[src/s2lab_cdiv.sv]
// ============================================================================
// s2lab_cdiv
// Three-stage floor division by a constant: reciprocal multiply on the
// upper numerator bits, back-multiply, then remainder correction.
// ============================================================================
`default_nettype none

module s2lab_cdiv #(
	parameter int unsigned DIVISOR = 10000,
	parameter int          NUM_W   = 30,
	parameter int          QUO_W   = 17
) (
	input  wire logic             clk,
	input  wire logic             en,
	input  wire logic [NUM_W-1:0] num,
	output logic      [QUO_W-1:0] quo
);

	// Dropped low bits stay below the divisor, so the estimate is short by
	// at most two.
	localparam int SH   = $clog2(DIVISOR) - 1;
	localparam int NH_W = NUM_W - SH;
	localparam int RM_W = $clog2(DIVISOR) + 2;
	localparam longint unsigned RECIP = (64'd1 << NUM_W) / 64'(DIVISOR);
	localparam logic [NH_W-1:0] RECIP_C = NH_W'(RECIP);
	localparam logic [RM_W-1:0] DIV_C   = RM_W'(DIVISOR);
	localparam logic [RM_W-1:0] DIV2_C  = RM_W'(2 * DIVISOR);

	logic [2*NH_W-1:0] prod_s1;
	logic [RM_W-1:0]   low_s1;
	logic [NH_W-1:0]   qe_s2;
	logic [RM_W-1:0]   qd_s2;
	logic [RM_W-1:0]   low_s2;
	logic [NH_W-1:0]   qe;
	logic [RM_W-1:0]   rem;
	logic [NH_W:0]     qfix;

	// Stage 1: reciprocal product
	always_ff @(posedge clk) begin
		if (en) begin
			prod_s1 <= (2*NH_W)'(num[NUM_W-1:SH]) * (2*NH_W)'(RECIP_C);
			low_s1  <= num[RM_W-1:0];
		end
	end

	assign qe = prod_s1[2*NH_W-1:NH_W];

	// Stage 2: estimate times divisor, low bits only
	always_ff @(posedge clk) begin
		if (en) begin
			qe_s2  <= qe;
			qd_s2  <= RM_W'(qe * DIV_C);
			low_s2 <= low_s1;
		end
	end

	// Stage 3: remainder below three divisors, fix the estimate
	always_comb begin
		rem = low_s2 - qd_s2;
		if (rem >= DIV2_C)
			qfix = (NH_W+1)'(qe_s2) + (NH_W+1)'(2);
		else if (rem >= DIV_C)
			qfix = (NH_W+1)'(qe_s2) + (NH_W+1)'(1);
		else
			qfix = (NH_W+1)'(qe_s2);
	end

	always_ff @(posedge clk) begin
		if (en)
			quo <= QUO_W'(qfix);
	end

endmodule

`default_nettype wire

[config.mk]
export PLATFORM = sky130hd
export DESIGN_NAME = s2lab_cdiv
export DESIGN_NICKNAME = d
export VERILOG_FILES = /design/src/s2lab_cdiv.sv
export SDC_FILE = /design/constraint.sdc
export NUM_CORES = 1
export LEC_CHECK = 0
export BUFFER_PORTS_ARGS = -buffer_cell sky130_fd_sc_hd__buf_4
export CAP_MARGIN = 20
export CORE_MARGIN = 4
export CORE_UTILIZATION = 61
export CTS_BUF_LIST = sky130_fd_sc_hd__clkbuf_16
export CTS_CLUSTER_DIAMETER = 60
export DETAILED_ROUTE_END_ITERATION = 8
export GPL_TIMING_DRIVEN = 0
export PLACE_DENSITY_LB_ADDON = 0.3
export SLEW_MARGIN = 30
export SYNTH_ARGS = -nofsm -noshare
export SYNTH_HDL_FRONTEND = slang
export SYNTH_SLANG_ARGS = --single-unit
[constraint.sdc]
create_clock -name clk -period 20.1 [get_ports clk]
set_clock_uncertainty 0.2 [all_clocks]
set_input_delay 4.02 -clock clk [delete_from_list [all_inputs] [get_ports clk]]
set_output_delay 4.02 -clock clk [all_outputs]
set_load 0.02 [all_outputs]
Yosys cells after proc, flatten, opt, wreduce, memory -nomap -nowiden
Cells that the tools add are included.

Add/subtract/negate cells: 3. Order comparisons: 2. Multiplexer cells: 2. $mul: 2.

Operators by type and width (number): $mux 17 (2); $mul 17x16->33 const B (1); $add 17x1->17 const B (1); $add 17x2->17 const B (1); $mul 17x10->12 const B (1); $ge 16x14->1 const B (1); $ge 16x15->1 const B (1); $sub 16x16->16 (1).

Bits of input ports: 32. Output and inout bits: 17. Flip-flop bits (word level): 111. Logic and storage cells: 15.

Longest topological paths before layout
Word-level depth: 4. Gate-level depth with buffers: 22.

Worst setup path after synthesis
Ideal clock, no wire load.

Path kind: input to register. Start: input port num[21]. End: register prod_s1[23], data pin. Library setup time: 0.259 ns. Data required time: 19.641 ns. Setup slack: 10.859 ns. Stages on the path: 21. Arrival time: 8.783 ns. Path through: ha_1 > inv_1 > fa_1 > inv_1 > fa_1 > inv_1 > fa_1 > inv_1 > fa_1 > inv_1 > fa_1 > inv_1 > ha_1 > and4_1 > o2bb2ai_1 > nor3b_1 > a21oi_1 > a21o_1 > a21o_1 > a21oi_1 > xnor2_1.

Cells in the longest elaborated chain, start to end: 1.

Ends and longest elaborated chain: start, declared (line 15) `input wire logic [NUM_W-1:0] num,`; $mul 17x16->33 (line 41) `prod_s1 <= (2*NH_W)'(num[NUM_W-1:SH]) * (2*NH_W)'(RECIP_C);`; end signal, assigned (line 41); end, declared (line 29) `logic [2*NH_W-1:0] prod_s1;`.

Every way passes these cells. A chain may end at the register's enable or synchronous reset.

Final worst setup path
Start: input port num[21]. End: register prod_s1[33], data pin.

Same word-level chain as after synthesis.

==> run_results.csv <==
group,metric,value,unit
status,outcome,"complete, no violations",
sta,rsz0062_at_grt,"no",
global_routing,grt_pass1_wl,29.38,mm
worst_hold_path,holdPathEnd,"low_s2[9]",
logic_synthesis,yosysSeqAreaShare,0.2722,
floorplanning,die_h,130.5,um
critical_path,cp-start-kind,"input port",
logic_synthesis,syn_area_per_cell,11.31,sq um
floorplanning,core,14640,sq um
placement,dp.final_hpwl,14.88,mm
clock_network,clk_latency,0.34,ns
global_routing,grt_max_degree,84,
floorplanning,io_pins,49,
logic_synthesis,syn_nets,1115,
sta,hold_violations,0,
clock_network,cts_root_buffer,"clkbuf_16",
sta,period_needed,9.787,ns
sta,final-max-slew-violation-count,0,
logic_synthesis,synth_xor_xnor_area_share,0.05260,
floorplanning,dieArea,17040,sq um
sta,setup_violations,0,
worst_hold_path,worstHoldPathType,"reg2reg",
logic_synthesis,synth_simple_gate_area_frac,0.05055,
clock_network,numCtsBuffers,9,
final_layout,fin_area,10020,sq um
final_layout,area_growth,9.414,%
critical_path,r2r_start,"prod_s1[21]",
critical_path,path_class,"in2reg",
drt,first_iter_violations,230,
logic_synthesis,synth-edff-count,83,
floorplanning,core.rowCount,44,
final_layout,n_antenna_cell,0,
clock_network,htree_levels,3,
floorplanning,chipWidth,130.5,um
worst_hold_path,hold_path_startpoint,"low_s1[9]",
worst_hold_path,holdPathStages,0,
clock_network,post_cts_buffers,0,
logic_synthesis,ys_ff_latch,83,
sta,setup_tns,0,ns
critical_path,cp_data_required_time,19.99,ns
sta,worstMarginPinSlew,0.7313,ns
global_routing,overflow,0,
critical_path,cp_max_fo,4,
global_routing,antenna_found_initial,0,
critical_path,r2r_cells,13,
run,drv_cap,0,
critical_path,reg2reg_slack,16.01,ns
global_routing,grt_usage,0.2214,
logic_synthesis,synthMuxAreaShare,0.001230,
final_layout,num-fill-cells,1115,
global_routing,grt_pass1_vias,6213,
critical_path,r2r_end,"qd_s2[15]",
drt,via_per_inst,5.385,
logic_synthesis,synth_compound_area_frac,0.06709,
placement,finalWeightedCongestion,0.9233,
drt,via_count,5676,
critical_path,worst_ep_arrival_time,9.67,ns
logic_synthesis,synth_fa_ha_area_frac,0.4648,
logic_synthesis,synth-main-ff-cell,"edfxtp_1",
clock_network,hold_buffers,0,
drt,wl_met2,9.236,mm
sta,relSlewSlack,0.5124,
drt,drc,0,
final_layout,drive_above_1_share,0.08506,
drt,ant_nets,0,
drt,wirelength,17.31,mm
logic_synthesis,synth_top_family_by_area,"adder cells",
drt,drtPass1Iterations,4,
placement,port_buffers,44,
floorplanning,initial_utilization,0.6253,
critical_path,critPathCaptureType,"flop",
sta,fmax,0.1022,GHz
clock_network,clock_sinks,83,
sta,post-route-period-util,0.4869,
drt,wl_met1,7.236,mm
drt,wl_met3,538,um
clock_network,clk_pin_slew_worst_paths,0.06,ns
placement,placed_area,9718,sq um
clock_network,cts_tree,"yes",
drt,post_drt_wl_per_cell,16.42,um
logic_synthesis,synthArstFlopShare,0,
clock_network,ctsResizeCount,0,
logic_synthesis,ys_warn_count,0,
logic_synthesis,netlist_instances,810,
logic_synthesis,synth.distinct_cells,52,
logic_synthesis,syn-cell-area,9158,sq um
drt,dr.max_layer_used,"met4",
final_layout,num-nets-final,1170,
clock_network,clockBufferDepth,2,
[registers in the layout (all words and copies together), names as in the netlist]
register,count
qd_s2,8
quo,17
low_s1,12
prod_s1,17
low_s2,12
qe_s2,17
[routing by layer]
metal,up-vias,global-route usage
met5,-,0
met4,0,0.06050
met3,23,0.02195
met2,117,0.4071
met1,2779,0.2790
li1,2757,-
[placed cells by master (no fill, tap or decap), types with 8 or more instances in the layout]
master	instances
fa_1	112
xor2_1	11
nand2_1	21
edfxtp_1	83
ha_1	161
buf_4	43
nand3_1	13
xnor2_1	44
nor2_1	20
and3_1	8
inv_1	222
a21oi_1	22
clkbuf_16	9
o21ai_0	10
[kinds of logic after synthesis]
group,after synthesis
adder cells (fa/ha/maj),273
buffers and inverters,223
AND/OR/NAND/NOR,92
AO/OA/AOI/OAI,83
flip-flops,83
XOR/XNOR,55
multiplexers,1
[metrics by stage]
step                      setup slack (ns)  std cells  hold WS (ns)    util
after global placement               9.994       1038        0.2021  0.6636
after CTS                            10.34       1054        0.2214  0.6840
final                                10.31       1054        0.2169  0.6842
after global routing                 10.01       1054        0.2282  0.6842
after detailed placement             9.974       1038        0.2057  0.6636
after floorplan                      10.86        810        0.2003       -
[cell usage after synthesis (all sizes together), types with 2 or more instances]
cell type,count,area share
o31ai,2,0.0016
nor2,20,0.0082
o21ai,14,0.0077
nand2,21,0.0086
nand3,13,0.0071
xnor2,44,0.042
o21bai,3,0.0025
a21oi,23,0.013
nor3b,2,0.0016
edfxtp,83,0.27
nor2b,3,0.0020
nor3,7,0.0038
and2,3,0.0020
ha,161,0.22
o2bb2ai,2,0.0040
inv,222,0.091
o211a,2,0.0022
a41oi,2,0.0019
o311ai,2,0.0027
a31oi,3,0.0020
xor2,11,0.011
fa,112,0.24
and3,8,0.0055
nand2b,4,0.0027
o21a,5,0.0042
nand4,7,0.0048
a21o,7,0.0057
a211oi,6,0.0060
[final cells by class]
| cell class | count | area [sq um] | share of cell area |
|---|---|---|---|
| plain buffers | 1 | 5.005 | 0.0004995 |
| clock buffers | 9 | 225.2 | 0.02248 |
| clock inverters | 7 | 72.57 | 0.007243 |
| inverters | 222 | 833.3 | 0.08317 |
| multi-input cells | 504 | 5827 | 0.5815 |
| flip-flops and latches | 83 | 2492 | 0.2488 |
| well taps | 184 | 230.2 | 0.02298 |
| repair buffers | 44 | 334.1 | 0.03334 |
[critical path, stage by stage]
cell and delay [ns]:
buf_4 0.15, ha_1 0.31, inv_1 0.12, fa_1 0.54, inv_1 0.06, fa_1 0.50
inv_1 0.05, fa_1 0.48, inv_1 0.06, fa_1 0.56, inv_1 0.08, fa_1 0.53
inv_1 0.04, ha_1 0.33, a211oi_1 0.44, nand2_1 0.17, nor3b_1 0.30, a211oi_1 0.16
nor2_1 0.22, o21ai_1 0.14, o41ai_1 0.31, xnor2_1 0.11
[worst max-delay path by stage]
| stage | slack, ns | to | start |
|---|---|---|---|
| after floorplan | 10.86 | prod_s1[23] | num[21] |
| after global placement | 9.99 | prod_s1[33] | num[21] |
| after detailed placement | 9.97 | prod_s1[33] | num[21] |
| after CTS | 10.34 | prod_s1[33] | num[21] |
| after global routing | 10.01 | prod_s1[33] | num[21] |
| final | 10.31 | prod_s1[33] | num[21] |
Power is left out: the tool's default activity adds up to more than one toggle a clock period on the data nets, which glitch-free logic cannot reach.
