## config.mk

```make
export PLATFORM = sky130hd
export DESIGN_NAME = s2lab_labf
export DESIGN_NICKNAME = d
export VERILOG_FILES = /design/src/s2lab_pkg.sv /design/src/s2lab_cdiv.sv /design/src/s2lab_labf.sv
export SDC_FILE = /design/constraint.sdc
export NUM_CORES = 2
export LEC_CHECK = 0
export ABC_AREA = 1
export BUFFER_PORTS_ARGS = -buffer_cell sky130_fd_sc_hd__buf_2
export CAP_MARGIN = 25
export CELL_PAD_IN_SITES_DETAIL_PLACEMENT = 1
export CELL_PAD_IN_SITES_GLOBAL_PLACEMENT = 1
export CORE_ASPECT_RATIO = 1.75
export CORE_MARGIN = 1
export CORE_UTILIZATION = 41
export DETAILED_ROUTE_END_ITERATION = 16
export GPL_TIMING_DRIVEN = 0
export PLACE_DENSITY = 0.69
export SYNTH_ARGS = -nofsm -noshare
export SYNTH_HDL_FRONTEND = slang
export SYNTH_HIERARCHICAL = 1
export SYNTH_SLANG_ARGS = --single-unit
```

## constraint.sdc

```tcl
create_clock -name clk -period 15.15 [get_ports clk]
set_input_delay 2.2725 -clock clk [delete_from_list [all_inputs] [get_ports clk]]
set_output_delay 2.2725 -clock clk [all_outputs]
set_load 0.1 [all_outputs]
```

## src/s2lab_pkg.sv

```systemverilog
// ============================================================================
// s2lab_pkg
// Shared types, fixed-point widths and the sRGB linearization table for the
// sRGB to CIELAB converter.
// ============================================================================
`default_nettype none

package s2lab_pkg;

	// Default output scaling (L, a, b times 2^OUT_FRAC_BITS)
	localparam int OUT_FRAC_BITS_DEF = 8;

	// Linear channel, Q0.16 with room for 1.0
	localparam int LIN_W = 17;
	// White-normalized XYZ ratio, Q16
	localparam int RATIO_W = 17;
	// CIELAB f() result, Q16
	localparam int F_W = 17;
	// Sum of matrix products, before the white-point division
	localparam int SUM_W = 30;

	typedef struct packed {
		logic [7:0] red;
		logic [7:0] green;
		logic [7:0] blue;
	} pixel_t;

	typedef struct packed {
		logic        [14:0] lightness;
		logic signed [15:0] green_red_axis;
		logic signed [15:0] blue_yellow_axis;
	} lab_t;

	typedef logic [LIN_W-1:0] lin_table_t [256];

	// One table entry: sRGB code to linear Q0.16.
	// Linear segment for small codes, else the 2.4 power built as
	// t^2 times the fifth root of t^2.
	function automatic logic [LIN_W-1:0] lin_entry(input int unsigned code);
		longint unsigned t;
		longint unsigned t2;
		longint unsigned target;
		longint unsigned lo;
		longint unsigned hi;
		longint unsigned mid;
		longint unsigned res;
		if (code <= 10) begin
			res = (64'(code) * 64'd6553600 + 64'd164730) / 64'd329460;
		end else begin
			t = ((64'd1000 * 64'(code) + 64'd14025) << 30) / 64'd269025;
			t2 = (t * t + (64'd1 << 29)) >> 30;
			target = t2 << 30;
			lo = 64'd0;
			hi = 64'd4097;
			for (int i = 0; i < 14; i++) begin
				if (hi - lo > 64'd1) begin
					mid = (lo + hi) >> 1;
					if (mid * mid * mid * mid * mid <= target)
						lo = mid;
					else
						hi = mid;
				end
			end
			res = (t2 * lo + (64'd1 << 25)) >> 26;
		end
		return LIN_W'(res);
	endfunction

	function automatic lin_table_t lin_table_build();
		lin_table_t tab;
		for (int i = 0; i < 256; i++)
			tab[i] = lin_entry(i);
		return tab;
	endfunction

	localparam lin_table_t LIN_TABLE = lin_table_build();

endpackage

`default_nettype wire

```

## src/s2lab_cdiv.sv

```systemverilog
// ============================================================================
// s2lab_cdiv
// Three-stage floor division by a constant: reciprocal multiply on the
// upper numerator bits, back-multiply, then remainder correction.
// ============================================================================
`default_nettype none

module s2lab_cdiv #(
	parameter int unsigned DIVISOR = 10000,
	parameter int          NUM_W   = 30,
	parameter int          QUO_W   = 17
) (
	input  wire logic             clk,
	input  wire logic             en,
	input  wire logic [NUM_W-1:0] num,
	output logic      [QUO_W-1:0] quo
);

	// Dropped low bits stay below the divisor, so the estimate is short by
	// at most two.
	localparam int SH   = $clog2(DIVISOR) - 1;
	localparam int NH_W = NUM_W - SH;
	localparam int RM_W = $clog2(DIVISOR) + 2;
	localparam longint unsigned RECIP = (64'd1 << NUM_W) / 64'(DIVISOR);
	localparam logic [NH_W-1:0] RECIP_C = NH_W'(RECIP);
	localparam logic [RM_W-1:0] DIV_C   = RM_W'(DIVISOR);
	localparam logic [RM_W-1:0] DIV2_C  = RM_W'(2 * DIVISOR);

	logic [2*NH_W-1:0] prod_s1;
	logic [RM_W-1:0]   low_s1;
	logic [NH_W-1:0]   qe_s2;
	logic [RM_W-1:0]   qd_s2;
	logic [RM_W-1:0]   low_s2;
	logic [NH_W-1:0]   qe;
	logic [RM_W-1:0]   rem;
	logic [NH_W:0]     qfix;

	// Stage 1: reciprocal product
	always_ff @(posedge clk) begin
		if (en) begin
			prod_s1 <= (2*NH_W)'(num[NUM_W-1:SH]) * (2*NH_W)'(RECIP_C);
			low_s1  <= num[RM_W-1:0];
		end
	end

	assign qe = prod_s1[2*NH_W-1:NH_W];

	// Stage 2: estimate times divisor, low bits only
	always_ff @(posedge clk) begin
		if (en) begin
			qe_s2  <= qe;
			qd_s2  <= RM_W'(qe * DIV_C);
			low_s2 <= low_s1;
		end
	end

	// Stage 3: remainder below three divisors, fix the estimate
	always_comb begin
		rem = low_s2 - qd_s2;
		if (rem >= DIV2_C)
			qfix = (NH_W+1)'(qe_s2) + (NH_W+1)'(2);
		else if (rem >= DIV_C)
			qfix = (NH_W+1)'(qe_s2) + (NH_W+1)'(1);
		else
			qfix = (NH_W+1)'(qe_s2);
	end

	always_ff @(posedge clk) begin
		if (en)
			quo <= QUO_W'(qfix);
	end

endmodule

`default_nettype wire

```

## src/s2lab_labf.sv

```systemverilog
// ============================================================================
// s2lab_labf
// CIELAB f() on a Q16 ratio: a 17-stage digit-by-digit cube root, with the
// linear segment computed alongside and picked at the end.
// ============================================================================
`default_nettype none

module s2lab_labf (
	input  wire logic                           clk,
	input  wire logic                           en,
	input  wire logic [s2lab_pkg::RATIO_W-1:0] ratio,
	output logic      [s2lab_pkg::F_W-1:0]     fval
);

	localparam int RW    = s2lab_pkg::RATIO_W;
	localparam int FW    = s2lab_pkg::F_W;
	localparam int TGT_W = RW + 32;
	localparam int CND_W = 3 * FW + 2;
	localparam int SQ_W  = 2 * FW;
	localparam int LQ_W  = 15;
	// Cube-root branch for t * 1e6 > 8856 * 65536
	localparam logic [RW-1:0] CUBE_MIN = RW'(581);

	// Per-stage cube-root state; index 0 is the stage input
	logic [TGT_W-1:0] tgt_s [FW+1];
	logic [FW-1:0]    y_s   [FW+1];
	logic [SQ_W-1:0]  y2_s  [FW+1];
	logic [TGT_W-1:0] y3_s  [FW+1];
	logic             big_s [FW+1];

	logic [30:0]      lin_num;
	logic [LQ_W-1:0]  lin_q;
	logic [LQ_W-1:0]  lq_dly_q [FW-3];

	assign tgt_s[0] = {ratio, 32'd0};
	assign y_s[0]   = '0;
	assign y2_s[0]  = '0;
	assign y3_s[0]  = '0;
	assign big_s[0] = ratio >= CUBE_MIN;

	// Cube root: one result bit per stage, cube kept by additions
	for (genvar k = 1; k <= FW; k++) begin : g_root
		localparam int B = FW - k;
		logic [CND_W-1:0] cand;
		logic             fit;

		always_comb begin
			cand = CND_W'(y3_s[k-1])
				+ ((CND_W'(y2_s[k-1]) * CND_W'(3)) << B)
				+ ((CND_W'(y_s[k-1]) * CND_W'(3)) << (2 * B))
				+ (CND_W'(1) << (3 * B));
			fit = cand <= CND_W'(tgt_s[k-1]);
		end

		always_ff @(posedge clk) begin
			if (en) begin
				tgt_s[k] <= tgt_s[k-1];
				big_s[k] <= big_s[k-1];
				if (fit) begin
					y_s[k]  <= y_s[k-1] | (FW'(1) << B);
					y2_s[k] <= y2_s[k-1] + (SQ_W'(y_s[k-1]) << (B + 1))
						+ (SQ_W'(1) << (2 * B));
					y3_s[k] <= TGT_W'(cand);
				end else begin
					y_s[k]  <= y_s[k-1];
					y2_s[k] <= y2_s[k-1];
					y3_s[k] <= y3_s[k-1];
				end
			end
		end
	end

	// Linear segment: (7787*116 t + 16*65536*1000 + 58000) / 116000
	assign lin_num = 31'(ratio[9:0]) * 31'd903292 + 31'd1048634000;

	s2lab_cdiv #(
		.DIVISOR (116000),
		.NUM_W   (31),
		.QUO_W   (LQ_W)
	) u_lin_div (
		.clk (clk),
		.en  (en),
		.num (lin_num),
		.quo (lin_q)
	);

	// Align linear result with the end of the root pipeline
	always_ff @(posedge clk) begin
		if (en) begin
			lq_dly_q[0] <= lin_q;
			for (int i = 1; i < FW - 3; i++)
				lq_dly_q[i] <= lq_dly_q[i-1];
		end
	end

	// Output select
	always_ff @(posedge clk) begin
		if (en)
			fval <= big_s[FW] ? y_s[FW] : FW'(lq_dly_q[FW-4]);
	end

endmodule

`default_nettype wire

```

# [After elaboration in Yosys (flattened, before gate mapping)]
# Memories as Yosys holds them, arrays and structs flattened.
# Cells that the tools add are included.
[word_totals] ff_bits=2031 ramBits=210 in_bits=19 out_inout_bits=17 elab_cells=282 memories=1
[classes] add_sub_neg=82 multipliers=35 magnitude_cmp=20 muxes=38
[mem_list] name="lq_dly_q" words=14 width=15 read_ports=14 rd_ports_with_merged_regs=0 wr=14 line_no="s2lab_labf.sv:33" rtl="logic [LQ_W-1:0] lq_dly_q [FW-3];"
[op_table] cell="$mux 49" n=16
[op_table] cell="$le 52x49->1" n=14
[op_table] cell="$mul 34x2->36 const B" n=16
[op_table] cell="$mux 34" n=15
[op_table] cell="$mul 17x2->19 const B" n=16
[op_table] cell="$le 53x49->1" n=2
[op_table] cell="$add 52x43->53 const B" n=1
[op_table] cell="$add 52x49->53" n=1
[op_table] cell="$add 53x46->53 const B" n=1
[op_table] cell="$add 49x51->52" n=1
[op_table] cell="$add 51x1->52 const B" n=1
[op_table] cell="$add 51x10->52 const B" n=1
[op_table] cell="$add 51x13->52 const B" n=1
[op_table] cell="$add 51x16->52 const B" n=1
[op_table] cell="$add 51x19->52 const B" n=1
[op_table] cell="$add 51x22->52 const B" n=1
[op_table] cell="$add 51x25->52 const B" n=1
[op_table] cell="$add 51x28->52 const B" n=1
[op_table] cell="$add 51x31->52 const B" n=1
[op_table] cell="$add 51x34->52 const B" n=1
[op_table] cell="$add 51x37->52 const B" n=1
[op_table] cell="$add 51x4->52 const B" n=1
[op_table] cell="$add 51x40->52 const B" n=1
[op_table] cell="$add 51x47->52" n=1
[op_table] cell="75 further kinds" n=78

# [Longest topological paths before layout]
[depth] ltp_word=6 mapped_depth=43 mapped_depth_nobuf=43

# [Modules after synthesis]
# The synthesis kept the hierarchy.
[by_module_without_submodules] mod="s2lab_labf" instances=1 cells_each=11516 area_each_um2=103450.5 seq_area_each_um2=38466.9
[by_module_without_submodules] mod="s2lab_cdiv" instances=1 cells_each=826 area_each_um2=7614.8 seq_area_each_um2=2522.4

# [Worst setup path after synthesis]
# OpenSTA, ideal clock, no wires.
[synth_path] path_type="in2reg" start="input ratio[7] (netlist bit)" end="register u_lin_div.prod_s1[29] (data pin)" setup_ns=0.266 t_arrival_ns=9.218 required_time_ns=14.884 slack_ns=5.666 cell_stages=33 path_buffers=0 path_cell_list="fa_1 inv_1 fa_1 fa_1 inv_1 ha_1 fa_1 ha_1 a21oi_1 inv_1 nor2_1 nand2_1 nand2_1 nand2_1 nor2_1 nand3_1 nand2_1 nand2_1 nand2_1 nand3_1 xnor2_1 ha_1 fa_1 fa_1 ha_1 ha_1 a21oi_1 o21ai_0 a21oi_1 o21ai_0 nand2_1 o2111ai_1 xor2_1"
[synth_via] elab_chain_cells=3
[synth_lines] element="start, declared" line_no="s2lab_labf.sv:11" rtl="input wire logic [s2lab_pkg::RATIO_W-1:0] ratio,"
[synth_lines] element="$mul 10x18->28" line_no="s2lab_labf.sv:74" rtl="assign lin_num = 31'(ratio[9:0]) * 31'd903292 + 31'd1048634000;"
[synth_lines] element="$add 30x30->31" line_no="s2lab_labf.sv:74"
[synth_lines] element="net lin_num[21]" line_no="s2lab_labf.sv:31" rtl="logic [30:0] lin_num;"
[synth_lines] element="$mul 15x11->26" line_no="s2lab_cdiv.sv:41" rtl="prod_s1 <= (2*NH_W)'(num[NUM_W-1:SH]) * (2*NH_W)'(RECIP_C);"
[synth_lines] element="end signal, assigned" line_no="s2lab_cdiv.sv:41"
[synth_lines] element="end, declared" line_no="s2lab_cdiv.sv:29" rtl="logic [2*NH_W-1:0] prod_s1;"
# The timed path passes the listed nets, and every way through them passes these cells.
# A chain may end at the register's enable or synchronous reset.

# [Worst setup path in the final report]
[layout_path] start="input ratio[9] (netlist bit)" end="register u_lin_div.prod_s1[27] (data pin)"
# Same word-level chain as after synthesis.

==> results.tsv <==
stage	metric	value	unit
run_status	status	finished, final reports clean	
hold_path	hold_path_class	reg -> reg	
worst_setup_path	cp-start-kind	input pin	
timing	finalSetupViolations	0	
timing	fmax	0.0974	GHz
global_route	grt_pass1_vias	98000	
cts	htreeDepth	4	
place	gp_congestion	1.01	
route	dr.pass1.iters	7	
floorplanning	die_area	0.273	mm2
cts	numCtsBuffers	152	
worst_setup_path	path_max_fanout	10	
timing	setup_ws	4880	ps
route	via_count	87300	
timing	rsz0062_at_grt	false	
place	post_dp_cell_area	0.116	mm2
synth	syn_avg_cell_area	9.00	um2
cts	hold_buffers	0	
cts	clk_pin_slew	70	ps
worst_setup_path	cp-end-kind	register	
timing	skew	72.3	ps
cts	insertion_delay	860	ps
synth	synth_cells	12300	
cts	cts_resized	0	
timing	worst_pin_slew	1150	ps
finish	area_growth	8.88	%
route	ant_nets	0	
global_route	grt_start_max_net_pins	185	
floorplanning	core_area	0.269	mm2
floorplanning	chipWidth	395	um
worst_setup_path	arrival	10830	ps
floorplanning	die_h	690	um
synth	synthesis.nets	14300	
route	drtIter0Drc	2889	
cts	cts_tree	yes	
floorplanning	initial_core_util	41.2	%
worst_setup_path	crit_slowest_cell	fa_1	
worst_setup_path	r2r_start	y_s[37]	
timing	period_share	67.8	%
finish	nets	14500	
cts	ctsRootBufferMaster	clkbuf_16	
worst_setup_path	critPathMaxStageDelay	560	ps
route	drc	0	
worst_setup_path	cp.required	15710	ps
finish	drive_gt1_share	4.14	%
place	dp_hpwl	336	mm
finish	ff_latch_area	0.0410	mm2
finish	fillers	31300	
route	routed_wl	391	mm
synth	ys_warn_count	6	
timing	finalMaxSlewViolations	0	
timing	tns	0	ps
finish	multi_input_area	0.0631	mm2
synth	synth_area	0.111	mm2
finish	design_area	0.121	mm2
place	port_buffers	35	
global_route	gr-total-overflow	0	
place	dp_slack	4050	ps
hold_path	min_from	u_lin_div/low_s1[10]	
timing	post-route-min-period	10270	ps
global_route	grt_pass1_wl	577	mm
route	viasPerCell	5.38	
global_route	antenna_found_initial	4	
cts	cts_setup_buffers	0	
cts	clock_sinks	1365	
job	cap_violations	0	
worst_setup_path	cp-startpoint	ratio[9]	
worst_setup_path	critPathKind	in -> reg	
global_route	grt_usage	28.3	%
cts	clockBufferDepth	4	
route	wire_per_inst	24.1	um
timing	relSlewSlack	23.2	%
timing	hold_ws	378	ps
timing	finalHoldViolCount	0	
floorplanning	num_rows	252	
worst_setup_path	crit_top_cell	nand2_1	
floorplanning	io_pins	36	
[final timing paths]
path / end / slack, ps / cells past startpoint
hold reg to reg: u_lin_div/low_s2[10] / 380 / 0
setup / recovery: u_lin_div/prod_s1[27] / 4880 / 34
hold / removal: u_lin_div/low_s2[10] / 380 / 0
setup reg to reg: y3_s[94] / 5720 / 33
[routing by layer]
metal,vias to the layer above,global-route usage [%],part of all wire (%)
li1,42200,-,-
met1,42200,19.7,26
met2,1586,58.7,58
met3,1284,2.63,1.9
met4,0,32.4,14
met5,-,0,0
[layout make-up]
cell class | count | share of cell area [%]
inverters | 1565 | 4.86
clock inverters | 87 | 0.757
repair buffers | 56 | 0.437
diodes | 1 | 0.00207
clock buffers | 176 | 3.27
flip-flops and latches | 1365 | 33.9
multi-input cells | 9248 | 52.2
well taps | 3556 | 3.68
plain buffers | 162 | 0.890
[critical path: cells and delay by family]
kind	cells	cell delay, ps
adders and majority gates	11	4740
AOI/OAI and AO/OA	2	730
buffers and inverters	4	580
and+or+nand+nor	15	1970
xor gates and xnor gates	2	540
[placed cells by master (no fill, tap or decap), drive strengths merged, types with 289 or more instances in the layout]
master  count
a21oi     869
edfxtp   1365
ha       1667
inv      1577
nand2    2961
nand3     767
nor2      701
o21ai     475
xnor2     289
xor2      547
[flip-flops by register name, summed over array words and instances, names as in the netlist, 15 cells and up]
signal,count
y3_s,359
tgt_s,272
y2_s,254
lq_dly_q,210
y_s,152
big_s,17
fval,17
u_lin_div/prod_s1,15
u_lin_div/qe_s2,15
u_lin_div/quo,15
[through the flow]
stage	util (%)	cells
final	44.9	16200
after floorplan	-	12300
after detailed placement	43.1	16000
after global routing	44.9	16200
after global placement	43.0	15900
after CTS	44.9	16200
Power is left out: the tool's default activity adds up to more than one toggle a clock period on the data nets, which glitch-free logic cannot reach.
