==> src/s2lab_pkg.sv <==
// ============================================================================
// s2lab_pkg
// Shared types, fixed-point widths and the sRGB linearization table for the
// sRGB to CIELAB converter.
// ============================================================================
`default_nettype none

package s2lab_pkg;

	// Default output scaling (L, a, b times 2^OUT_FRAC_BITS)
	localparam int OUT_FRAC_BITS_DEF = 8;

	// Linear channel, Q0.16 with room for 1.0
	localparam int LIN_W = 17;
	// White-normalized XYZ ratio, Q16
	localparam int RATIO_W = 17;
	// CIELAB f() result, Q16
	localparam int F_W = 17;
	// Sum of matrix products, before the white-point division
	localparam int SUM_W = 30;

	typedef struct packed {
		logic [7:0] red;
		logic [7:0] green;
		logic [7:0] blue;
	} pixel_t;

	typedef struct packed {
		logic        [14:0] lightness;
		logic signed [15:0] green_red_axis;
		logic signed [15:0] blue_yellow_axis;
	} lab_t;

	typedef logic [LIN_W-1:0] lin_table_t [256];

	// One table entry: sRGB code to linear Q0.16.
	// Linear segment for small codes, else the 2.4 power built as
	// t^2 times the fifth root of t^2.
	function automatic logic [LIN_W-1:0] lin_entry(input int unsigned code);
		longint unsigned t;
		longint unsigned t2;
		longint unsigned target;
		longint unsigned lo;
		longint unsigned hi;
		longint unsigned mid;
		longint unsigned res;
		if (code <= 10) begin
			res = (64'(code) * 64'd6553600 + 64'd164730) / 64'd329460;
		end else begin
			t = ((64'd1000 * 64'(code) + 64'd14025) << 30) / 64'd269025;
			t2 = (t * t + (64'd1 << 29)) >> 30;
			target = t2 << 30;
			lo = 64'd0;
			hi = 64'd4097;
			for (int i = 0; i < 14; i++) begin
				if (hi - lo > 64'd1) begin
					mid = (lo + hi) >> 1;
					if (mid * mid * mid * mid * mid <= target)
						lo = mid;
					else
						hi = mid;
				end
			end
			res = (t2 * lo + (64'd1 << 25)) >> 26;
		end
		return LIN_W'(res);
	endfunction

	function automatic lin_table_t lin_table_build();
		lin_table_t tab;
		for (int i = 0; i < 256; i++)
			tab[i] = lin_entry(i);
		return tab;
	endfunction

	localparam lin_table_t LIN_TABLE = lin_table_build();

endpackage

`default_nettype wire

==> src/s2lab_post.sv <==
// ============================================================================
// s2lab_post
// Forms L, a and b from the three f() values, rounds them to the output
// scale and saturates. Two register stages.
// ============================================================================
`default_nettype none

module s2lab_post #(
	parameter int OUT_FRAC_BITS = s2lab_pkg::OUT_FRAC_BITS_DEF
) (
	input  wire logic                       clk,
	input  wire logic                       en,
	input  wire logic [s2lab_pkg::F_W-1:0] fx,
	input  wire logic [s2lab_pkg::F_W-1:0] fy,
	input  wire logic [s2lab_pkg::F_W-1:0] fz,
	output s2lab_pkg::lab_t                 lab
);

	localparam int VW    = 28;
	localparam int SHIFT = 16 - OUT_FRAC_BITS;
	localparam int L_CAP = (100 << OUT_FRAC_BITS) < 32767 ? (100 << OUT_FRAC_BITS) : 32767;
	localparam logic signed [VW-1:0] L_MAX = VW'(L_CAP);
	localparam logic signed [VW-1:0] S_MAX = VW'(32767);
	localparam logic signed [VW-1:0] S_MIN = -VW'(32768);

	logic signed [VW-1:0] vl_s1;
	logic signed [VW-1:0] va_s1;
	logic signed [VW-1:0] vb_s1;
	logic signed [VW-1:0] sl;
	logic signed [VW-1:0] sa;
	logic signed [VW-1:0] sb;

	// Round to nearest, ties away from zero
	function automatic logic signed [VW-1:0] scale(input logic signed [VW-1:0] v);
		logic [VW-1:0] mag;
		logic [VW-1:0] rnd;
		mag = v[VW-1] ? VW'(-v) : VW'(v);
		rnd = (mag + (VW'(1) << (SHIFT - 1))) >> SHIFT;
		return v[VW-1] ? -$signed(rnd) : $signed(rnd);
	endfunction

	// Stage 1: L = 116 fy - 16, a = 500 (fx - fy), b = 200 (fy - fz), in Q16
	always_ff @(posedge clk) begin
		if (en) begin
			vl_s1 <= $signed(VW'(fy)) * VW'(116) - VW'(1048576);
			va_s1 <= ($signed(VW'(fx)) - $signed(VW'(fy))) * VW'(500);
			vb_s1 <= ($signed(VW'(fy)) - $signed(VW'(fz))) * VW'(200);
		end
	end

	always_comb begin
		sl = scale(vl_s1);
		sa = scale(va_s1);
		sb = scale(vb_s1);
	end

	// Stage 2: clamp to the field ranges
	always_ff @(posedge clk) begin
		if (en) begin
			if (sl < 0)
				lab.lightness <= '0;
			else if (sl > L_MAX)
				lab.lightness <= 15'(L_MAX);
			else
				lab.lightness <= 15'(sl);

			if (sa > S_MAX)
				lab.green_red_axis <= 16'sd32767;
			else if (sa < S_MIN)
				lab.green_red_axis <= -16'sd32768;
			else
				lab.green_red_axis <= 16'(sa);

			if (sb > S_MAX)
				lab.blue_yellow_axis <= 16'sd32767;
			else if (sb < S_MIN)
				lab.blue_yellow_axis <= -16'sd32768;
			else
				lab.blue_yellow_axis <= 16'(sb);
		end
	end

endmodule

`default_nettype wire

==> config.mk <==
export PLATFORM = sky130hd
export DESIGN_NAME = s2lab_post
export DESIGN_NICKNAME = d
export VERILOG_FILES = /design/src/s2lab_pkg.sv /design/src/s2lab_post.sv
export SDC_FILE = /design/constraint.sdc
export NUM_CORES = 1
export LEC_CHECK = 0
export BUFFER_PORTS_ARGS = -buffer_cell sky130_fd_sc_hd__buf_2
export CORE_ASPECT_RATIO = 1.25
export CORE_MARGIN = 4
export CORE_UTILIZATION = 45
export CTS_BUF_LIST = sky130_fd_sc_hd__clkbuf_8 sky130_fd_sc_hd__clkbuf_16
export DETAILED_ROUTE_END_ITERATION = 16
export GPL_TIMING_DRIVEN = 0
export PLACE_DENSITY_LB_ADDON = 0.25
export SKIP_CTS_REPAIR_TIMING = 1
export SLEW_MARGIN = 15
export SYNTH_ARGS = -nofsm -noshare
export SYNTH_HDL_FRONTEND = slang
export SYNTH_SLANG_ARGS = --single-unit
==> constraint.sdc <==
create_clock -name clk -period 10.43 [get_ports clk]
set_input_delay 1.5645 -clock clk [delete_from_list [all_inputs] [get_ports clk]]
set_output_delay 1.5645 -clock clk [all_outputs]
set_load 0.02 [all_outputs]
## Yosys cells after proc, flatten, opt, wreduce, memory -nomap -nowiden

Cells that the tools add are included.

- $mul: 3
- Add/subtract/negate cells: 12
- Mux-type cells: 9
- Reduce and logical (&&, ||, !) cells: 1
- $lt $le $gt $ge: 6

Operators by type and width:

| cell | number |
|---|---|
| $mux 28 | 6 |
| $add 28x8->28 const B | 3 |
| $gt 28x16->1 const B | 3 |
| $neg 20->28 | 3 |
| $neg 28->28 | 3 |
| $lt 28x16->1 const B | 2 |
| $sub 17x17->18 | 2 |
| $mux 16 | 2 |
| $lt 28x1->1 const B | 1 |
| $mul 18x8->26 const B | 1 |
| $sub 24x21->25 const B | 1 |
| $mul 18x6->24 const B | 1 |
| $mul 17x5->22 const B | 1 |
| $mux 15 | 1 |
| $reduce_or 2->1 | 1 |

- Output and inout bits: 47
- Word-level logic and storage cells: 38
- Input bits: 53
- Bits in registers: 126

## Depth between registers and ports, before layout

Gate-level depths: netlist of run 1.

- Depth after elaboration: 7
- Depth in mapped cells: 31
- Depth with buffers taken out: 31

## Least setup slack after synthesis of run 1

OpenSTA, ideal clock, no wires.

- Kind: input -> register
- From: in fx[0] (netlist bit)
- To: reg va_s1[26] (data pin)
- Setup slack: 1811 ps
- Cell stages on the path: 29
- Path buffers: 0
- Arrival time: 8361 ps
- Setup time: 258 ps
- Cells stage by stage: inv_1 ha_1 fa_1 nor2b_1 o21ai_0 a21boi_0 o21ai_0 a21boi_0 o21ai_0 a21boi_0 o21ai_0 a21oi_1 o21ai_0 o311ai_0 fa_1 inv_1 fa_1 inv_1 fa_1 fa_1 ha_1 a21o_1 a21o_1 a21o_1 a21oi_1 o21ai_0 a211o_1 a21oi_1 xnor2_1

- Longest elaborated chain between the ends: 2

Ends and longest elaborated chain:

| item | line | RTL |
|---|---|---|
| start, declared | s2lab_post.sv:13 | `input wire logic [s2lab_pkg::F_W-1:0] fx,` |
| $sub 17x17->18 | s2lab_post.sv:46 | `va_s1 <= ($signed(VW'(fx)) - $signed(VW'(fy))) * VW'(500);` |
| $mul 18x8->26 | s2lab_post.sv:46 |  |
| end signal, assigned | s2lab_post.sv:46 |  |
| end, declared | s2lab_post.sv:27 | `logic signed [VW-1:0] va_s1;` |

No other way between the ends.
A chain may end at the register's enable or synchronous reset.

## Final worst setup path of run 1

- From: in fy[2] (netlist bit)
- To: reg va_s1[26] (data pin)

- Longest elaborated chain between the ends: 2

Ends and longest elaborated chain:

| item | line | RTL |
|---|---|---|
| start, declared | s2lab_post.sv:14 | `input wire logic [s2lab_pkg::F_W-1:0] fy,` |
| $sub 17x17->18 | s2lab_post.sv:46 |  |
| $mul 18x8->26 | s2lab_post.sv:46 |  |

No other way between the ends.

==> metrics, run 1 <==
status=complete, no violations; I/O Buffers=99; clock buffer count from CTS=17; clock sink count=120; most common cell after layout, fill and taps aside=inv_1; Crit path top cell by count=o21ai_0; first-pass GRT wire length=65,300 um; initial antenna violation count=0; clk slew on worst S/H paths=0.06 ns; total track usage=18.2%; Pre-antenna DRT Iters=5; ANT nets after route=0; IO Pins=100; Post-synth EDFFs=120; final hold vios=0; number of max-cap violations=0; Critical Path Fanout Max=6; Critical Path End Type=flop; post-synthesis instance area=17,600 um2; clk_lat worst skew=0.43 ns; Max-slew headroom=26.2%; gr busiest metal=met2; commonest non-fill, non-tap cells in the layout=290 x inv_1, 206 x ha_1, 142 x xnor2_1; adder-cell share of the synthesized area=27.4%; DR WL/cell=14.7 um; initial drt markers=588; Syn. warnings=0; family with the most delay on the worst path=compound AO/OA/AOI/OAI gates; final net count=2,467; Seq cells post-synth=120; n_diodes=0; largest stage delay on the critical path=0.61 ns; Async S/R FF share, synth=0%; DRC=0; final setup fails=0; Synth area leaders=edfxtp_1 20%, ha_1 15%, fa_1 13%, xnor2_1 7.1%, inv_1 6.2%; post-DP HPWL=32,000 um; synthesis-to-layout area growth=9.94%; final setup TNS=0 ns; WL final=38,100 um; post-DR vias/cell=5.39; Slew Viols, Final=0; syn_nets=2,347; Crit Path Category=input port to flop; total grt overflow=0; Slew @ Worst Pin=1.09 ns; Max clock buf depth=2; cells after synthesis=1,976; # rows=80; top cell type's share of synthesized area=20.5%; critical path data required time=10.62 ns; # fillers=3,674; RSZ-0062 raised after global routing=no; H-Tree Depth=4; fmax=114 MHz; CTS tree=yes; ys flop type=edfxtp_1; core region area=38,400 um2; area occupied by multi-input gates=12,600 um2; leading area contributor after synthesis=edfxtp_1; final worst-path cycle share=84.0%; main combinational cell family by area after synthesis=adder cells; DR vias=14,000; type of origin of the critical path=input port; worst hold path class=flop to flop; sequential area share after synthesis=20.5%; Period minus WS final=8.76 ns; WP buf/inv=5; clock skew=0.00910 ns; CP arrival=8.94 ns; GR Util met1=25.2%; GP Congestion=0.896; FF/Latch Area=3600 um2; die width=185 um; Synth Area in XOR/XNOR=10.6%; Die H=229 um; mux contribution to synthesized area=0.760%; Worst path slowest cell=or4b_2; Synth Area in Simple Gates=16.3%; met2 track demand over resource=30.7%; share of cells above drive strength 1=10.8%; number of global-route vias before repair=13,900; Cell variety after synth=105; largest net degree at the start of global routing=84; Root Buffer=clkbuf_16; area fraction in compound gates after synthesis=16.4%; met3 GRT Util=2.08%; initial cell density of the core=45.8%; Synth Area per Inst=8.91 um2; die area=42,400 um2
-- area by class of cell --
class | count | share of cell area, %
multi-input cells | 1497 | 65.1
clock buffers | 17 | 2.20
repair buffers | 101 | 2.76
inverters | 291 | 5.64
well taps | 492 | 3.18
clock inverters | 15 | 0.872
plain buffers | 68 | 1.63
flip-flops and latches | 120 | 18.6
-- kinds of logic (layout without fill, tap and decap cells) --
| kind of cell | Yosys count | count (layout) |
|---|---|---|
| buffers and inverters | 359 | 492 |
| multiplexers | 13 | 13 |
| flip-flops | 120 | 120 |
| AO/OA/AOI/OAI | 420 | 420 |
| adder cells (fa/ha/maj) | 319 | 319 |
| AND/OR/NAND/NOR | 532 | 532 |
| XOR/XNOR | 213 | 213 |
-- path summary, 6_finish.rpt --
| kind | start | to | slack (ns) | cells after the start |
|---|---|---|---|---|
| setup / recovery | fy[2] | va_s1[26] | 1.67 | 31 |
| hold / removal | vb_s1[25] | lab[15] | 0.94 | 2 |
| setup reg to reg | va_s1[27] | lab[24] | 3.53 | 22 |
| hold reg to reg | vb_s1[25] | lab[15] | 0.94 | 2 |
-- worst min-delay path, delay by kind of cell (launching register included) --
family	cells	cell delay, ns
compound gates	1	0.21
xor+xnor	1	0.21
flops	1	0.39
-- per-layer routing --
layer | wire length (um) | part of all wire [%]
met5 | 0 | 0
met3 | 1350 | 3.5
met4 | 502 | 1.3
met1 | 18300 | 48
met2 | 18000 | 47
-- registers in the layout, indices dropped and copies added (netlist names) --
signal / count
lab: 47
vl_s1: 23
vb_s1: 24
va_s1: 26
-- cells in the mapped netlist, types with 24 or more instances --
| master | instances |
|---|---|
| or3_1 | 24 |
| xor2_1 | 70 |
| o31ai_1 | 24 |
| inv_1 | 290 |
| nor2_1 | 117 |
| o21ai_0 | 102 |
| fa_1 | 112 |
| xnor2_1 | 142 |
| ha_1 | 206 |
| nor3_1 | 57 |
| nand2_1 | 104 |
| nand3_1 | 43 |
| a21o_1 | 27 |
| edfxtp_1 | 120 |
| clkbuf_1 | 44 |
| a21oi_1 | 85 |
-- per-stage QoR --
| step | utilization [%] | setup slack (ns) | std cells | cell area [um2] | hold WS (ns) |
|---|---|---|---|---|---|
| after floorplan | - | 1.81 | 1976 | 17600 | 0.815 |
| after global placement | 48.7 | 0.593 | 2567 | 18700 | 0.867 |
| after detailed placement | 48.8 | 1.26 | 2569 | 18800 | 0.900 |
| after CTS | 50.4 | 1.70 | 2601 | 19400 | 0.922 |
| after global routing | 50.4 | 0.992 | 2601 | 19400 | 0.962 |
| final | 50.4 | 1.67 | 2601 | 19400 | 0.939 |
Power of run 1 is not shown: default switching activity piles up to over one toggle a cycle in this logic, so the estimate is an artifact.
==> inputs of run 2 (changes only) <==
Clock period 10.43 ns to 8.91 ns, I/O delays scaled along.
==> metrics, run 2 (synthesis gave the netlist of run 1 again) <==
final net count=2,468 (+0.041%); WL final=38,100 um (unchanged); largest registers=lab (47), va_s1 (26), vb_s1 (24); clk slew on worst S/H paths=0.06 ns (about the same); initial antenna violation count=0 (unchanged); Worst path slowest cell=fa_1; post-route setup slack=0.629 ns (-1.04 ns); clock skew=0.00796 ns (-0.00113 ns); WP buf/inv=4 (-1); Critical Path Fanout Max=6 (unchanged); max FFs per register=47 (unchanged); family with the most delay on the worst path=compound AO/OA/AOI/OAI gates; Post-Place Cells=2,569 (unchanged); DR vias=14,000 (+0.27%); Placement Setup Slack=-0.0305 ns (-1.29 ns); fmax=121 MHz; most common cell after layout, fill and taps aside=inv_1; DRC=0 (unchanged); Core Util, Final=50.4% (about the same); n_diodes=0 (unchanged); status=complete, no violations; die width=185 um (unchanged); CP arrival=8.47 ns (-0.47 ns); final worst-path cycle share=92.9%; total track usage=18.2% (unchanged); die area=42,400 um2 (unchanged); RSZ-0062 raised after global routing=no; GP Congestion=0.896 (unchanged); H-Tree Depth=4 (unchanged); Pre-antenna DRT Iters=4 (-1); Crit path top cell by count=fa_1; number of max-cap violations=0 (unchanged); first-pass GRT wire length=65,300 um (unchanged); Max clock buf depth=2 (unchanged); # rows=80 (unchanged); total grt overflow=0 (unchanged); type of origin of the critical path=input port; initial cell density of the core=45.8% (unchanged); commonest non-fill, non-tap cells in the layout=290 x inv_1, 206 x ha_1, 142 x xnor2_1; hold depth=2 (unchanged); Period minus WS final=8.28 ns; Slew Viols, Final=0 (unchanged); post-DP HPWL=32,000 um (unchanged); clk_lat worst skew=0.43 ns (about the same); Slew @ Worst Pin=1.11 ns (+0.0107 ns); clock sink count=120 (unchanged); share of cells above drive strength 1=10.9% (+0.090 points); Critical Path End Type=flop; clock buffer count from CTS=17 (unchanged); largest register by flop count=lab; final hold vios=0 (unchanged); Root Buffer=clkbuf_16; core region area=38,400 um2 (unchanged); ANT nets after route=0 (unchanged); largest stage delay on the critical path=0.50 ns (-0.11 ns); final setup fails=0 (unchanged); # fillers=3,674 (unchanged); IO Pins=100 (unchanged); Die H=229 um (unchanged); initial drt markers=639 (+8.7%); worst hold path class=flop to flop; number of global-route vias before repair=13,900 (unchanged); I/O Buffers=99 (unchanged); Max-slew headroom=25.5% (-0.72 points); DR WL/cell=14.7 um (about the same); Non-Filler Instances=2,602 (+0.038%); critical path data required time=9.09 ns (-1.53 ns); largest net degree at the start of global routing=84 (unchanged); reg2reg path depth=22 (unchanged); FF/Latch Area=3600 um2 (unchanged); synthesis-to-layout area growth=10.0% (about the same); CTS tree=yes; Crit Path Category=input port to flop; area occupied by multi-input gates=12,600 um2 (about the same); post-DR vias/cell=5.40 (+0.23%); Crit path depth=31 (unchanged)
[run 2: worst reg2reg max path: cells and delay by family (launching register included)]
kind	cells	cell delay, ns
xor+xnor	1	0.17
mux	2	0.48
simple gates	6	1.59
fa+ha+maj	1	0.26
compound gates	5	1.17
buf+inv	7	2.44
flops	1	0.56
[run 2: metal layers]
metal	share of wire, %	vias up	track usage [%]
met5	0	-	0
met1	48	6590	25.2
met3	3.7	32	2.08
li1	-	7158	-
met2	47	269	30.7
met4	1.2	0	4.06
[run 2: final timing paths]
kind         startpoint  slack (ns)   endpoint
max               fy[0]        0.63  va_s1[26]
min           vb_s1[25]        0.94    lab[15]
max reg2reg   va_s1[27]        2.07    lab[24]
min reg2reg   vb_s1[25]        0.94    lab[15]
[run 2: cell type report]
type	instances	area share, %
clock buffers	17	2.19
flip-flops and latches	120	18.6
well taps	492	3.18
clock inverters	15	0.871
inverters	291	5.64
repair buffers	102	2.81
multi-input cells	1497	65.1
plain buffers	68	1.63
[run 2: per-stage QoR]
step	TNS [ns]	area [um2]	hold WS, ns
global route	0	19400	0.962
detailed placement	-0.0305	18800	0.900
finish	0	19400	0.939
floorplan	0	17600	0.815
CTS	0	19400	0.922
global placement	-2.59	18700	0.867
Power of run 2 is left out for the same reason.
==> inputs of run 3 (changes only) <==
Settings changed: CORE_ASPECT_RATIO 1.25 to default, CTS_BUF_LIST sky130_fd_sc_hd__clkbuf_8 sky130_fd_sc_hd__clkbuf_16 to default, CTS_CLUSTER_SIZE from default to 10.
==> metrics, run 3 (synthesis gave the netlist of run 1 again) <==
clock buffer count from CTS=17 (unchanged); final worst-path cycle share=93.9% (+0.98 points); die area=42,400 um2 (about the same); max FFs per register=47 (unchanged); largest register by flop count=lab; # fillers=3,660 (-0.38%); critical path data required time=9.08 ns (about the same); ANT nets after route=0 (unchanged); H-Tree Depth=4 (unchanged); clock skew=0.0124 ns (+0.00447 ns); status=complete, no violations; post-DR vias/cell=5.38 (-0.44%); final setup fails=0 (unchanged); share of cells above drive strength 1=11.0% (+0.11 points); synthesis-to-layout area growth=10.3%; final net count=2,466 (-0.081%); Max clock buf depth=2 (unchanged); Crit Path Category=input port to flop; worst hold path class=flop to flop; WL final=39,600 um (+3.9%); core region area=38,600 um2 (+0.55%); RSZ-0062 raised after global routing=no; n_diodes=0 (unchanged); I/O Buffers=99 (unchanged); Pre-antenna DRT Iters=8 (+4); initial drt markers=926 (+45%); largest registers=lab (47), va_s1 (26), vb_s1 (24); final hold vios=0 (unchanged); Die H=206 um (-10%); DRC=0 (unchanged); Critical Path Fanout Max=6 (unchanged); final setup TNS=0 ns (unchanged); fmax=119 MHz (-1.0%); CTS tree=yes; DR vias=14,100 (+0.48%); total track usage=18.8% (+0.59 points); Worst path slowest cell=fa_1; post-DP HPWL=33,200 um (+3.5%); # rows=72 (-10%); initial cell density of the core=45.6% (-0.25 points); number of max-cap violations=0 (unchanged); total grt overflow=0 (unchanged); DR WL/cell=15.1 um (+3.0%); hold slack=0.968 ns (+0.0298 ns); die width=206 um (+11%); clock sink count=120 (unchanged); largest net degree at the start of global routing=64 (-24%); IO Pins=100 (unchanged); number of global-route vias before repair=13,600 (-2.1%); first-pass GRT wire length=66,400 um (+1.6%); Slew @ Worst Pin=0.810 ns (-0.295 ns); most common cell after layout, fill and taps aside=inv_1; Critical Path End Type=flop; GP Congestion=0.889 (-0.79%); clk_lat worst skew=0.43 ns (about the same); largest stage delay on the critical path=0.54 ns (+0.04 ns); commonest non-fill, non-tap cells in the layout=290 x inv_1, 206 x ha_1, 140 x xnor2_1; CP arrival=8.54 ns (+0.07 ns); Crit path top cell by count=fa_1; initial antenna violation count=0 (unchanged); Period minus WS final=8.37 ns (+0.0871 ns); Slew Viols, Final=0 (unchanged); Max-slew headroom=45.3% (+20 points); clk slew on worst S/H paths=0.06 ns (about the same); Root Buffer=clkbuf_16; type of origin of the critical path=input port
## run 3: path summary, 6_finish.rpt
check	start	endpoint	slack [ns]	cells after the start
min	vb_s1[22]	lab[14]	0.97	3
max	fy[0]	va_s1[26]	0.54	30
max reg2reg	va_s1[27]	lab[29]	2.05	22
min reg2reg	vb_s1[22]	lab[14]	0.97	3
## run 3: final cells by class
class,count,area [um2],area share (%)
clock inverters,15,154,0.792
flip-flops and latches,120,3600,18.6
clock buffers,17,425,2.19
inverters,291,1090,5.62
multi-input cells,1497,12700,65.2
repair buffers,100,529,2.72
plain buffers,68,315,1.62
well taps,518,648,3.34
## run 3: per-layer routing
layer,track usage [%],vias to the layer above,part of all wire (%)
li1,-,7149,-
met1,27.7,6617,51
met2,30.0,318,45
met3,2.26,32,3.8
met4,3.75,0,1.1
met5,0,-,0
## run 3: worst max-delay path, delay by kind of cell
family / cells / cell delay (ns)
adder cells (fa/ha/maj): 7 / 3.04
buffers and inverters: 3 / 0.29
AO/OA/AOI/OAI: 17 / 3.42
AND/OR/NAND/NOR: 2 / 0.38
XOR/XNOR: 1 / 0.07
## run 3: stage by stage
| step | worst slack (ns) | cell area (um2) | utilization, % | cells |
|---|---|---|---|---|
| after CTS | 0.247 | 19400 | 50.1 | 2626 |
| after detailed placement | -0.180 | 18800 | 48.6 | 2594 |
| after global routing | 0.0387 | 19400 | 50.3 | 2626 |
| final | 0.541 | 19400 | 50.3 | 2626 |
| after floorplan | 0.519 | 17600 | - | 1976 |
| after global placement | -0.923 | 18800 | 48.5 | 2593 |
Power of run 3 is left out for the same reason.
